**src/hdl/tp16_pkg.sv**
```systemverilog
// shared types, constants and codes of the tiny 16-bit processor core
`timescale 1ns / 1ps

package tp16_pkg;

  // data memory size in bytes, a power of two
  localparam int DATA_BYTES = 512;
  localparam int REG_COUNT  = 16;

  localparam int ADDR_W     = $clog2(DATA_BYTES);
  localparam int BANK_DEPTH = DATA_BYTES / 2;
  localparam int BANK_W     = ADDR_W - 1;
  localparam int REG_W      = $clog2(REG_COUNT);
  localparam int PC_W       = 9;
  localparam int WORD_W     = 16;

  // command queue between front and back
  localparam int CQ_DEPTH = 4;
  localparam int CQ_W     = $clog2(CQ_DEPTH);

  // result queue
  localparam int RQ_DEPTH = 2;
  localparam int RQ_W     = $clog2(RQ_DEPTH);

  localparam logic [WORD_W-1:0] ADDR_BIAS = WORD_W'(512);
  localparam logic [PC_W-1:0]   PC_STEP   = PC_W'(2);

  // item operations
  localparam logic [1:0] OP_EXEC = 2'd0;
  localparam logic [1:0] OP_WREG = 2'd1;
  localparam logic [1:0] OP_WMEM = 2'd2;
  localparam logic [1:0] OP_RMEM = 2'd3;

  // instruction opcodes
  localparam logic [3:0] OPC_ADD   = 4'd0;
  localparam logic [3:0] OPC_ADDI  = 4'd1;
  localparam logic [3:0] OPC_SUB   = 4'd2;
  localparam logic [3:0] OPC_SUBI  = 4'd3;
  localparam logic [3:0] OPC_MUL   = 4'd6;
  localparam logic [3:0] OPC_MULI  = 4'd7;
  localparam logic [3:0] OPC_LOAD  = 4'd8;
  localparam logic [3:0] OPC_STORE = 4'd10;
  localparam logic [3:0] OPC_JUMP  = 4'd12;
  localparam logic [3:0] OPC_BEQZ  = 4'd13;
  localparam logic [3:0] OPC_HALT  = 4'd14;

  typedef enum logic [3:0] {
    K_NOP,
    K_ADD,
    K_SUB,
    K_MUL,
    K_LOAD,
    K_STORE,
    K_JUMP,
    K_BRANCH,
    K_HALT,
    K_WREG,
    K_WMEM,
    K_RMEM
  } kind_t;

  typedef enum logic [1:0] {
    B_CLEAR,
    B_READ,
    B_EXEC,
    B_LOAD
  } back_state_t;

  typedef struct packed {
    logic [1:0]        operation;
    logic [3:0]        opcode;
    logic [3:0]        field_a;
    logic [3:0]        field_b;
    logic [3:0]        field_c;
    logic [3:0]        reg_index;
    logic [8:0]        mem_address;
    logic signed [15:0] value;
  } in_item_t;

  typedef struct packed {
    logic [8:0]         next_pc;
    logic               halted;
    logic signed [15:0] read_value;
  } out_item_t;

  // classified command handed from front to back
  typedef struct packed {
    kind_t               kind;
    logic                is_exec;
    logic                use_imm;
    logic [REG_W-1:0]    ra;
    logic [REG_W-1:0]    rb;
    logic [REG_W-1:0]    rc;
    logic [WORD_W-1:0]   imm;
    logic [PC_W-1:0]     off;
    logic [ADDR_W-1:0]   addr;
    logic [WORD_W-1:0]   value;
  } cmd_t;

  // back to front control
  typedef struct packed {
    logic clearing;
    logic take;
  } back_status_t;

endpackage

```
**src/hdl/tp16_result_queue.sv**
```systemverilog
// two-entry result queue in front of the result ports
`timescale 1ns / 1ps

module tp16_result_queue (
  input  logic                clk,
  input  logic                rst,
  input  logic                push,
  input  tp16_pkg::out_item_t item,
  output logic                full,
  input  logic                pop,
  output logic                empty,
  output tp16_pkg::out_item_t result
);
  import tp16_pkg::*;

  out_item_t       q [RQ_DEPTH];
  logic [RQ_W-1:0] wr_ptr;
  logic [RQ_W-1:0] rd_ptr;
  logic [RQ_W:0]   count;
  logic            do_pop;

  assign full   = (count == (RQ_W+1)'(RQ_DEPTH));
  assign empty  = (count == '0);
  assign do_pop = pop && !empty;
  assign result = q[rd_ptr];

  always_ff @(posedge clk) begin
    if (push) begin
      q[wr_ptr] <= item;
    end
  end

  always_ff @(posedge clk) begin
    if (rst) begin
      wr_ptr <= '0;
      rd_ptr <= '0;
      count  <= '0;
    end else begin
      if (push) begin
        wr_ptr <= wr_ptr + 1'b1;
      end
      if (do_pop) begin
        rd_ptr <= rd_ptr + 1'b1;
      end
      unique case ({push, do_pop})
        2'b10:   count <= count + 1'b1;
        2'b01:   count <= count - 1'b1;
        default: count <= count;
      endcase
    end
  end

endmodule

```
**config.mk**
```make
export PLATFORM = sky130hd
export DESIGN_NAME = tp16_result_queue
export DESIGN_NICKNAME = d
export VERILOG_FILES = /design/src/hdl/tp16_pkg.sv /design/src/hdl/tp16_result_queue.sv
export SDC_FILE = /design/constraint.sdc
export NUM_CORES = 1
export LEC_CHECK = 0
export BUFFER_PORTS_ARGS = -buffer_cell sky130_fd_sc_hd__buf_2
export CAP_MARGIN = 5
export CORE_MARGIN = 3
export CORE_UTILIZATION = 30
export DETAILED_ROUTE_END_ITERATION = 8
export PLACE_DENSITY = 0.58
export SYNTH_ARGS = -nofsm -noshare
export SYNTH_HDL_FRONTEND = slang
export SYNTH_SLANG_ARGS = --single-unit
```
**constraint.sdc**
```tcl
create_clock -name clk -period 4 [get_ports clk]
set_input_delay 0.4 -clock clk [delete_from_list [all_inputs] [get_ports clk]]
set_output_delay 0.4 -clock clk [all_outputs]
set_load 0.02 [all_outputs]
```
==> out/metrics.cfg <==
[status]
status = complete, no violations

[place]
hpwl_um = 2470
pre_cts_ws_ps = 1840
gp_congestion = 0.639
port_buffers = 57

[timing]
setup_viol = 0
finalSetupTns_ps = 0
slew-limit-headroom_pct = 20.2
slew_viol_final = 0
tightest_slew_ps = 1190
fin_crit_ps = 2440
timing.hold.ws_ps = 268
rsz0062_at_grt = no
fin_worst_skew_ps = 4.37
finalCritPeriodShare_pct = 61.0
fin_ws_ps = 1560
timing.fmax_ghz = 0.410
hold_viol = 0

[floorplan]
die-width_um = 89.3
dieArea_um2 = 7980
core-area_um2 = 6530
die_h_um = 89.3
rows = 29
initial_core_util_pct = 31.9
ios = 58

[cts]
numCtsBuffers = 9
cts_buffer_depth = 2
cts_setup_buffers = 0
cts-hold-fix-buffers = 0
clk_transition_reported_paths_ps = 60
cts.htree.levels = 3
insertion_delay_ps = 320
cts_resized = 0
cts-root-buf = clkbuf_8
cts_tree = yes
clock_sinks = 57

[synth]
syn_inst = 104
synth_top_area_share_pct = 75.0
yosysWarnings = 0
ys_seq_elements = 57
synth_simple_gate_area_share_pct = 2.10
avgSynthCellArea_um2 = 20.0
yosysSeqAreaShare_pct = 79.8
synth_xor_area_share_pct = 1.68
synthMuxAreaShare_pct = 14.1
ys_types = 15
synth_compound_area_share_pct = 0.841
synth_adder_area_share_pct = 0.601
yosysTopAreaCell = edfxtp_1
synth_fp_nets = 135
synth_area_um2 = 2080
yosys-top-cells-area = edfxtp_1 (75%), mux2_2 (14%), dfxtp_1 (4.8%), xnor2_1 (1.3%), nor2_1 (1.1%)
synth_top_family_by_area = multiplexers

[power_and_ir_drop]
pwr-share-clk_pct = 30.5
p_sw_share_pct = 28.5
powerDensity_nw_per_um2 = 605
ir_worst_vdd_uv = 266
p_int_mw = 1.16
p_leak_nw = 1.01
power.switching_uw = 460
combPwrFrac_pct = 22.3
power.total_mw = 1.62
seqPwrFrac_pct = 47.2

[critical_path]
slowest_delay_ps = 1110
crit_arrival_ps = 2040
rr_worst_depth = 2
cp-start-kind = flop
required_ps = 3600
path_buf_inv = 1
r2r_setup_slack_ps = 2410
cp-end-kind = output pin
cp_cell_sequence = mux2_2, buf_2
crit_cells = 2
cp_slowest_cell = dfxtp_1
path_class = reg2out
worstPathMaxFanout = 26
path_delay_family = flip-flops

[grt]
grt_start_max_net_pins = 27
grt_antenna_before_repair = 0
gr-total-overflow = 0
grt_pass1_vias = 1170
grt_first_pass_wirelength_um = 5400
grtUsageTotal_pct = 9.65

[route]
wl_met3_um = 251
wl_per_cell_um = 14.5
wl_um = 3660
met2_length_um = 1910
drt_first_iter_violations = 23
highest_layer = met4
ant_nets = 0
vias = 1100
m1WireLength_um = 1450
routed_via_density = 4.37
dr.pass1.iters = 4
route.detailed.drc = 0

[finish]
drive_gt1_share_pct = 58.3
fillers = 597
fin_nets = 202
area_growth_syn_to_layout_pct = 28.2
diodes = 0
fin_util_pct = 40.9

[worst_hold_path]
hold_path.class = in2reg
whs_path_depth = 1

[job]
maxCapViolations = 0

## metrics by stage
step                std cells  instance area, µm²
floorplan                 104                2080
global placement          236                2460
detailed placement        236                2460
CTS                       251                2640
global route              252                2670
finish                    252                2670
## power by group through the flow
| stage | clock [mW] | combinational, mW | sequential (mW) |
|---|---|---|---|
| floorplan | 0 | 0.287 | 0.733 |
| CTS | 0.515 | 0.362 | 0.766 |
| global route | 0.544 | 0.389 | 0.772 |
| finish | 0.493 | 0.360 | 0.762 |
| global placement | 0 | 0.356 | 0.772 |
| detailed placement | 0 | 0.360 | 0.779 |
## state kept, by name, indices dropped and copies added, names as in the netlist, named ones only
register and cells:
rd_ptr 1, wr_ptr 1, q 52, count 2
## synthesized netlist by cell type
cell type and number:
or3_1 1, xor2_1 1, o21ai_0 1, dfxtp_1 5
and2_1 1, and2b_2 1, nor2_1 6, mux2_2 26
xnor2_1 3, edfxtp_1 52, a21oi_1 1, inv_1 1
buf_2 3, o21a_1 1, ha_1 1
## path summary, 6_finish.rpt
check	startpoint	to
setup / recovery	flop	result[0]
hold / removal	item[20]	q[1][20]$_DFFE_PP_
setup reg to reg	wr_ptr$_SDFFE_PP0P_	q[0][6]$_DFFE_PP_
hold reg to reg	rd_ptr$_SDFFE_PP0P_	flop
## layout by cell type, fill, tap and decap left out, types with 2 or more instances in the layout
cell type | netlist | routed
edfxtp_1 | 52 | 52
xnor2_1 | 3 | 3
clkinvlp_4 | 0 | 2
dfxtp_1 | 5 | 5
buf_2 | 3 | 57
mux2_2 | 26 | 26
clkinv_2 | 0 | 3
nor2_1 | 6 | 5
clkbuf_8 | 0 | 9
## cells by family after synthesis
kind of cell	count (synthesis)
flip-flops	57
multiplexers	26
AND/OR/NAND/NOR	9
XOR/XNOR	4
buffers and inverters	4
AO/OA/AOI/OAI	3
adder cells (fa/ha/maj)	1
## final cells by class
class / instances / area [µm²] / area share (%)
Clock buffer: 9 / 124 / 4.64
Clock inverter: 6 / 60.1 / 2.25
Inverter: 1 / 3.75 / 0.141
Multi-Input combinational cell: 43 / 404 / 15.1
Sequential cell: 57 / 1660 / 62.2
Tap cell: 77 / 96.3 / 3.61
Timing Repair Buffer: 59 / 320 / 12.0
## per-layer routing
| layer | GRT usage (%) | vias up |
|---|---|---|
| met3 | 3.59 | 6 |
| met1 | 10.4 | 524 |
| met4 | 7.44 | 0 |
| met5 | 0 | - |
| met2 | 15.3 | 42 |
| li1 | - | 528 |
(Power assumes the default switching activity.)
