## src/hdl/tp16_pkg.sv

```systemverilog
// shared types, constants and codes of the tiny 16-bit processor core
`timescale 1ns / 1ps

package tp16_pkg;

  // data memory size in bytes, a power of two
  localparam int DATA_BYTES = 512;
  localparam int REG_COUNT  = 16;

  localparam int ADDR_W     = $clog2(DATA_BYTES);
  localparam int BANK_DEPTH = DATA_BYTES / 2;
  localparam int BANK_W     = ADDR_W - 1;
  localparam int REG_W      = $clog2(REG_COUNT);
  localparam int PC_W       = 9;
  localparam int WORD_W     = 16;

  // command queue between front and back
  localparam int CQ_DEPTH = 4;
  localparam int CQ_W     = $clog2(CQ_DEPTH);

  // result queue
  localparam int RQ_DEPTH = 2;
  localparam int RQ_W     = $clog2(RQ_DEPTH);

  localparam logic [WORD_W-1:0] ADDR_BIAS = WORD_W'(512);
  localparam logic [PC_W-1:0]   PC_STEP   = PC_W'(2);

  // item operations
  localparam logic [1:0] OP_EXEC = 2'd0;
  localparam logic [1:0] OP_WREG = 2'd1;
  localparam logic [1:0] OP_WMEM = 2'd2;
  localparam logic [1:0] OP_RMEM = 2'd3;

  // instruction opcodes
  localparam logic [3:0] OPC_ADD   = 4'd0;
  localparam logic [3:0] OPC_ADDI  = 4'd1;
  localparam logic [3:0] OPC_SUB   = 4'd2;
  localparam logic [3:0] OPC_SUBI  = 4'd3;
  localparam logic [3:0] OPC_MUL   = 4'd6;
  localparam logic [3:0] OPC_MULI  = 4'd7;
  localparam logic [3:0] OPC_LOAD  = 4'd8;
  localparam logic [3:0] OPC_STORE = 4'd10;
  localparam logic [3:0] OPC_JUMP  = 4'd12;
  localparam logic [3:0] OPC_BEQZ  = 4'd13;
  localparam logic [3:0] OPC_HALT  = 4'd14;

  typedef enum logic [3:0] {
    K_NOP,
    K_ADD,
    K_SUB,
    K_MUL,
    K_LOAD,
    K_STORE,
    K_JUMP,
    K_BRANCH,
    K_HALT,
    K_WREG,
    K_WMEM,
    K_RMEM
  } kind_t;

  typedef enum logic [1:0] {
    B_CLEAR,
    B_READ,
    B_EXEC,
    B_LOAD
  } back_state_t;

  typedef struct packed {
    logic [1:0]        operation;
    logic [3:0]        opcode;
    logic [3:0]        field_a;
    logic [3:0]        field_b;
    logic [3:0]        field_c;
    logic [3:0]        reg_index;
    logic [8:0]        mem_address;
    logic signed [15:0] value;
  } in_item_t;

  typedef struct packed {
    logic [8:0]         next_pc;
    logic               halted;
    logic signed [15:0] read_value;
  } out_item_t;

  // classified command handed from front to back
  typedef struct packed {
    kind_t               kind;
    logic                is_exec;
    logic                use_imm;
    logic [REG_W-1:0]    ra;
    logic [REG_W-1:0]    rb;
    logic [REG_W-1:0]    rc;
    logic [WORD_W-1:0]   imm;
    logic [PC_W-1:0]     off;
    logic [ADDR_W-1:0]   addr;
    logic [WORD_W-1:0]   value;
  } cmd_t;

  // back to front control
  typedef struct packed {
    logic clearing;
    logic take;
  } back_status_t;

endpackage

```

## src/hdl/tp16_front.sv

```systemverilog
// front end: accepts items, classifies them and queues commands for the back end
`timescale 1ns / 1ps

module tp16_front (
  input  logic                    clk,
  input  logic                    rst,
  input  logic                    push,
  output logic                    full,
  input  tp16_pkg::in_item_t      instr,
  input  tp16_pkg::back_status_t  status,
  output logic                    cmd_valid,
  output tp16_pkg::cmd_t          cmd
);
  import tp16_pkg::*;

  cmd_t            q [CQ_DEPTH];
  logic [CQ_W-1:0] wr_ptr;
  logic [CQ_W-1:0] rd_ptr;
  logic [CQ_W:0]   count;
  logic            accept;
  cmd_t            dec;

  // classify one item
  always_comb begin
    dec         = '0;
    dec.kind    = K_NOP;
    dec.ra      = instr.field_a;
    dec.rb      = instr.field_b;
    dec.rc      = instr.field_c;
    dec.imm     = {{(WORD_W-4){instr.field_c[3]}}, instr.field_c};
    dec.off     = {instr.field_b[3], instr.field_b, instr.field_c};
    dec.addr    = ADDR_W'(instr.mem_address);
    dec.value   = instr.value;
    dec.is_exec = 1'b0;
    dec.use_imm = 1'b0;
    unique case (instr.operation)
      OP_EXEC: begin
        dec.is_exec = 1'b1;
        unique case (instr.opcode)
          OPC_ADD:   dec.kind = K_ADD;
          OPC_ADDI:  begin dec.kind = K_ADD; dec.use_imm = 1'b1; end
          OPC_SUB:   dec.kind = K_SUB;
          OPC_SUBI:  begin dec.kind = K_SUB; dec.use_imm = 1'b1; end
          OPC_MUL:   dec.kind = K_MUL;
          OPC_MULI:  begin dec.kind = K_MUL; dec.use_imm = 1'b1; end
          OPC_LOAD:  dec.kind = K_LOAD;
          OPC_STORE: dec.kind = K_STORE;
          OPC_JUMP:  dec.kind = K_JUMP;
          OPC_BEQZ:  dec.kind = K_BRANCH;
          OPC_HALT:  dec.kind = K_HALT;
          default:   dec.kind = K_NOP;
        endcase
      end
      OP_WREG: begin
        dec.kind = K_WREG;
        dec.ra   = instr.reg_index;
      end
      OP_WMEM: dec.kind = K_WMEM;
      OP_RMEM: dec.kind = K_RMEM;
    endcase
  end

  assign full      = (count == (CQ_W+1)'(CQ_DEPTH)) || status.clearing;
  assign accept    = push && !full;
  assign cmd_valid = (count != '0);
  assign cmd       = q[rd_ptr];

  always_ff @(posedge clk) begin
    if (accept) begin
      q[wr_ptr] <= dec;
    end
  end

  always_ff @(posedge clk) begin
    if (rst) begin
      wr_ptr <= '0;
      rd_ptr <= '0;
      count  <= '0;
    end else begin
      if (accept) begin
        wr_ptr <= wr_ptr + 1'b1;
      end
      if (status.take) begin
        rd_ptr <= rd_ptr + 1'b1;
      end
      unique case ({accept, status.take})
        2'b10:   count <= count + 1'b1;
        2'b01:   count <= count - 1'b1;
        default: count <= count;
      endcase
    end
  end

  a_count_bound: assert property (@(posedge clk) disable iff (rst)
    count <= (CQ_W+1)'(CQ_DEPTH))
    else $error("command queue overfilled");

  a_take_valid: assert property (@(posedge clk) disable iff (rst)
    status.take |-> cmd_valid)
    else $error("back end took from an empty command queue");

endmodule

```

## config.mk

```make
export PLATFORM = sky130hd
export DESIGN_NAME = tp16_front
export DESIGN_NICKNAME = d
export VERILOG_FILES = /design/src/hdl/tp16_pkg.sv /design/src/hdl/tp16_front.sv
export SDC_FILE = /design/constraint.sdc
export NUM_CORES = 1
export LEC_CHECK = 0
export BUFFER_PORTS_ARGS = -buffer_cell sky130_fd_sc_hd__buf_2
export CELL_PAD_IN_SITES_DETAIL_PLACEMENT = 1
export CELL_PAD_IN_SITES_GLOBAL_PLACEMENT = 2
export CORE_ASPECT_RATIO = 1.2
export CORE_MARGIN = 2
export CORE_UTILIZATION = 40
export DETAILED_ROUTE_END_ITERATION = 6
export PLACE_DENSITY_LB_ADDON = 0.1
export SLEW_MARGIN = 20
export SYNTH_ARGS = -nofsm -noshare
export SYNTH_HDL_FRONTEND = slang
export SYNTH_SLANG_ARGS = --single-unit
```

## constraint.sdc

```tcl
create_clock -name clk -period 7.45 [get_ports clk]
set_clock_uncertainty 0.15 [all_clocks]
set_input_delay 0.3725 -clock clk [delete_from_list [all_inputs] [get_ports clk]]
set_output_delay 0.3725 -clock clk [all_outputs]
set_load 0.02 [all_outputs]
```

==> flow_summary.json <==
{
  "leakage_nw": 2.93,
  "overflow": 0,
  "fmax_mhz": 351,
  "ys_ff_latch": 181,
  "drv_cap": 0,
  "row_count": 53,
  "crit_family": "flip-flops",
  "grt_pass1_wl_mm": 20.6,
  "root_buffer": "clkbuf_16",
  "ys_types": 32,
  "initial_core_util": 0.404,
  "syn_to_final_growth_pct": 20.0,
  "routed_wl_mm": 13.3,
  "fin_nets": 498,
  "setup_viol": 0,
  "numCtsBuffers": 17,
  "yosysWarnings": 0,
  "vias_per_cell": 5.04,
  "synth_nets": 378,
  "tns_ps": 0,
  "critPathRequiredTime_ps": 6930,
  "ant_nets": 0,
  "crit_buf_inv": 1,
  "fillers": 1649,
  "total_power_w": 0.00239,
  "multiInputGateArea_um2": 1400,
  "worstSetupPathType": "flip-flop to primary output",
  "pre_cts_slack_ps": 4920,
  "drv_slew": 0,
  "rsz0062_at_grt": "no",
  "fin_crit_sh": 0.382,
  "status": "complete, no violations",
  "layout_common_cells": "edfxtp_1, buf_2, mux4_2",
  "drc": 0,
  "diodes": 0,
  "htree_levels": 4,
  "place_area_um2": 7690,
  "yosysSeqAreaShare": 0.761,
  "critPathSlowestCell": "dfxtp_4",
  "grt_pass1_vias": 3659,
  "core_um2": 17400,
  "first_pass_iters": 4,
  "gr-usage-all-layers": 0.149,
  "antenna_found_initial": 0,
  "p_per_area_nw_per_um2": 284,
  "tritoncts": "yes",
  "crit_path_max_fanout": 43,
  "start_kind": "flip-flop",
  "tightest_slew_ps": 892,
  "drt_iter0_drc": 157,
  "ir_drop_v": 0.000168,
  "slew_headroom": 0.405,
  "timing_hold_violations_final": 0,
  "die_h_um": 149,
  "period_needed_ps": 2850,
  "clk_pin_slew_worst_paths_ps": 60,
  "grt_max_degree": 44,
  "hp-class": "input port to flip-flop",
  "hpwl_mm": 8.29,
  "setup_ws_ps": 4600,
  "cts_sinks": 181,
  "place.port_buffers": 121,
  "syn_avg_cell_area_um2": 21.9,
  "place_congestion": 0.672,
  "register_area_um2": 5350,
  "layout_commonest_cell": "edfxtp_1",
  "cp_cell_sequence": "mux4_2 -> buf_2",
  "avgRoutedWirePerCell_um": 19.7,
  "dieArea_um2": 18600,
  "dr_total_vias": 3389,
  "netlist_instances": 320,
  "cp.arrival_ps": 2320,
  "drive_above_1_share": 0.470,
  "clockBufferDepth": 2,
  "pin_count": 122,
  "insertion_delay_ps": 420,
  "final_area_um2": 8420,
  "die_w_um": 125,
  "slowest_delay_ps": 940,
  "netlist_area_um2": 7020,
  "end_kind": "primary output"
}
-- power by group --
part           internal [W]  total [W]  switching (W)  leakage [nW]
combinational      0.000114   0.000275       0.000161         0.996
clock              0.000564   0.000939       0.000375         0.300
sequential          0.00115    0.00117      0.0000251          1.63
-- synthesized netlist by cell type --
master    number  share of area
buf_6          3         0.0048
a21oi_2        1         0.0012
ha_1           5         0.0089
mux4_2        43           0.14
a21o_1         2         0.0021
clkbuf_1       1        0.00053
nand2_1        2         0.0011
and3_1         1        0.00089
or3_1          2         0.0018
edfxtp_1     172           0.74
o31ai_2        1         0.0018
or3b_1         1         0.0012
and4bb_2       1         0.0018
o21bai_1       1         0.0011
inv_1          4         0.0021
buf_1          1        0.00053
o211a_1        1         0.0014
nor2b_1        1        0.00089
mux2_2         5         0.0080
and2_1         4         0.0036
nand2b_1       5         0.0045
nor2_1        11         0.0059
buf_2          5         0.0036
buf_4         26          0.028
a31oi_1        1        0.00089
a21oi_1        1        0.00071
xnor2_1        2         0.0025
fa_1           1         0.0029
dfxtp_1        9          0.026
mux2i_1        3         0.0043
o21ai_0        2         0.0014
xor2_1         2         0.0025
-- per-stage QoR --
stage                     hold slack, ps   util  instances
after floorplan                      321      -        320
after global routing                5.06  0.485        673
after global placement               357  0.442        630
final                               18.6  0.485        673
after CTS                           1.25  0.485        673
after detailed placement             369  0.442        630
-- worst register-to-register path, delay by kind of cell (launching register included) --
family	cells	cell delay, ps
flip-flops	1	400
buffers and inverters	1	440
AND/OR/NAND/NOR	2	710
AO/OA/AOI/OAI	1	310
-- flip-flops by register name, summed over array words and instances (netlist names), named ones only --
register  flops
count         3
rd_ptr        2
q           172
wr_ptr        2
-- final timing paths --
kind / start / to / slack, ps / depth (start not counted)
worst min register to register: wr_ptr[1]$_SDFFE_PP0P_ / wr_ptr[1]$_SDFFE_PP0P_ / 370 / 2
worst max register to register: count[0]$_SDFFE_PP0P_ / q[2][63]$_DFFE_PP_ / 5090 / 4
worst max-delay path: flip-flop / cmd[40] / 4600 / 2
worst min-delay path: instr[3] / q[0][3]$_DFFE_PP_ / 20 / 1
-- layout make-up --
| type | instances | share of cell area |
|---|---|---|
| flip-flops and latches | 181 | 0.635 |
| multi-input cells | 99 | 0.167 |
| clock inverters | 15 | 0.0238 |
| repair buffers | 137 | 0.0894 |
| clock buffers | 17 | 0.0505 |
| inverters | 4 | 0.00178 |
| well taps | 220 | 0.0327 |
-- timing repair --
action | in CTS | in global routing
buffers inserted | 0 | 0
hold endpoints to repair | 34 | 0
endpoints found under the setup margin | 0 | 0
resized for setup | 0 | 0
hold buffers | 11 | 0
-- kinds of logic after synthesis --
logic type                 synth area share
AOI/OAI and AO/OA                    0.0107
xor gates and xnor gates            0.00499
adders and majority gates            0.0118
buffers and inverters                0.0394
DFF                                   0.761
muxes                                 0.150
and+or+nand+nor                      0.0216
-- routing by layer --
layer,up-vias,global-route usage,wire (um),part of all wire
met5,-,0,0,0
met4,0,0.0517,190,0.014
met3,14,0.0398,613,0.046
met2,96,0.261,7150,0.54
met1,1762,0.181,5310,0.40
li1,1517,-,-,-
Power figures use the tool's default switching activity.
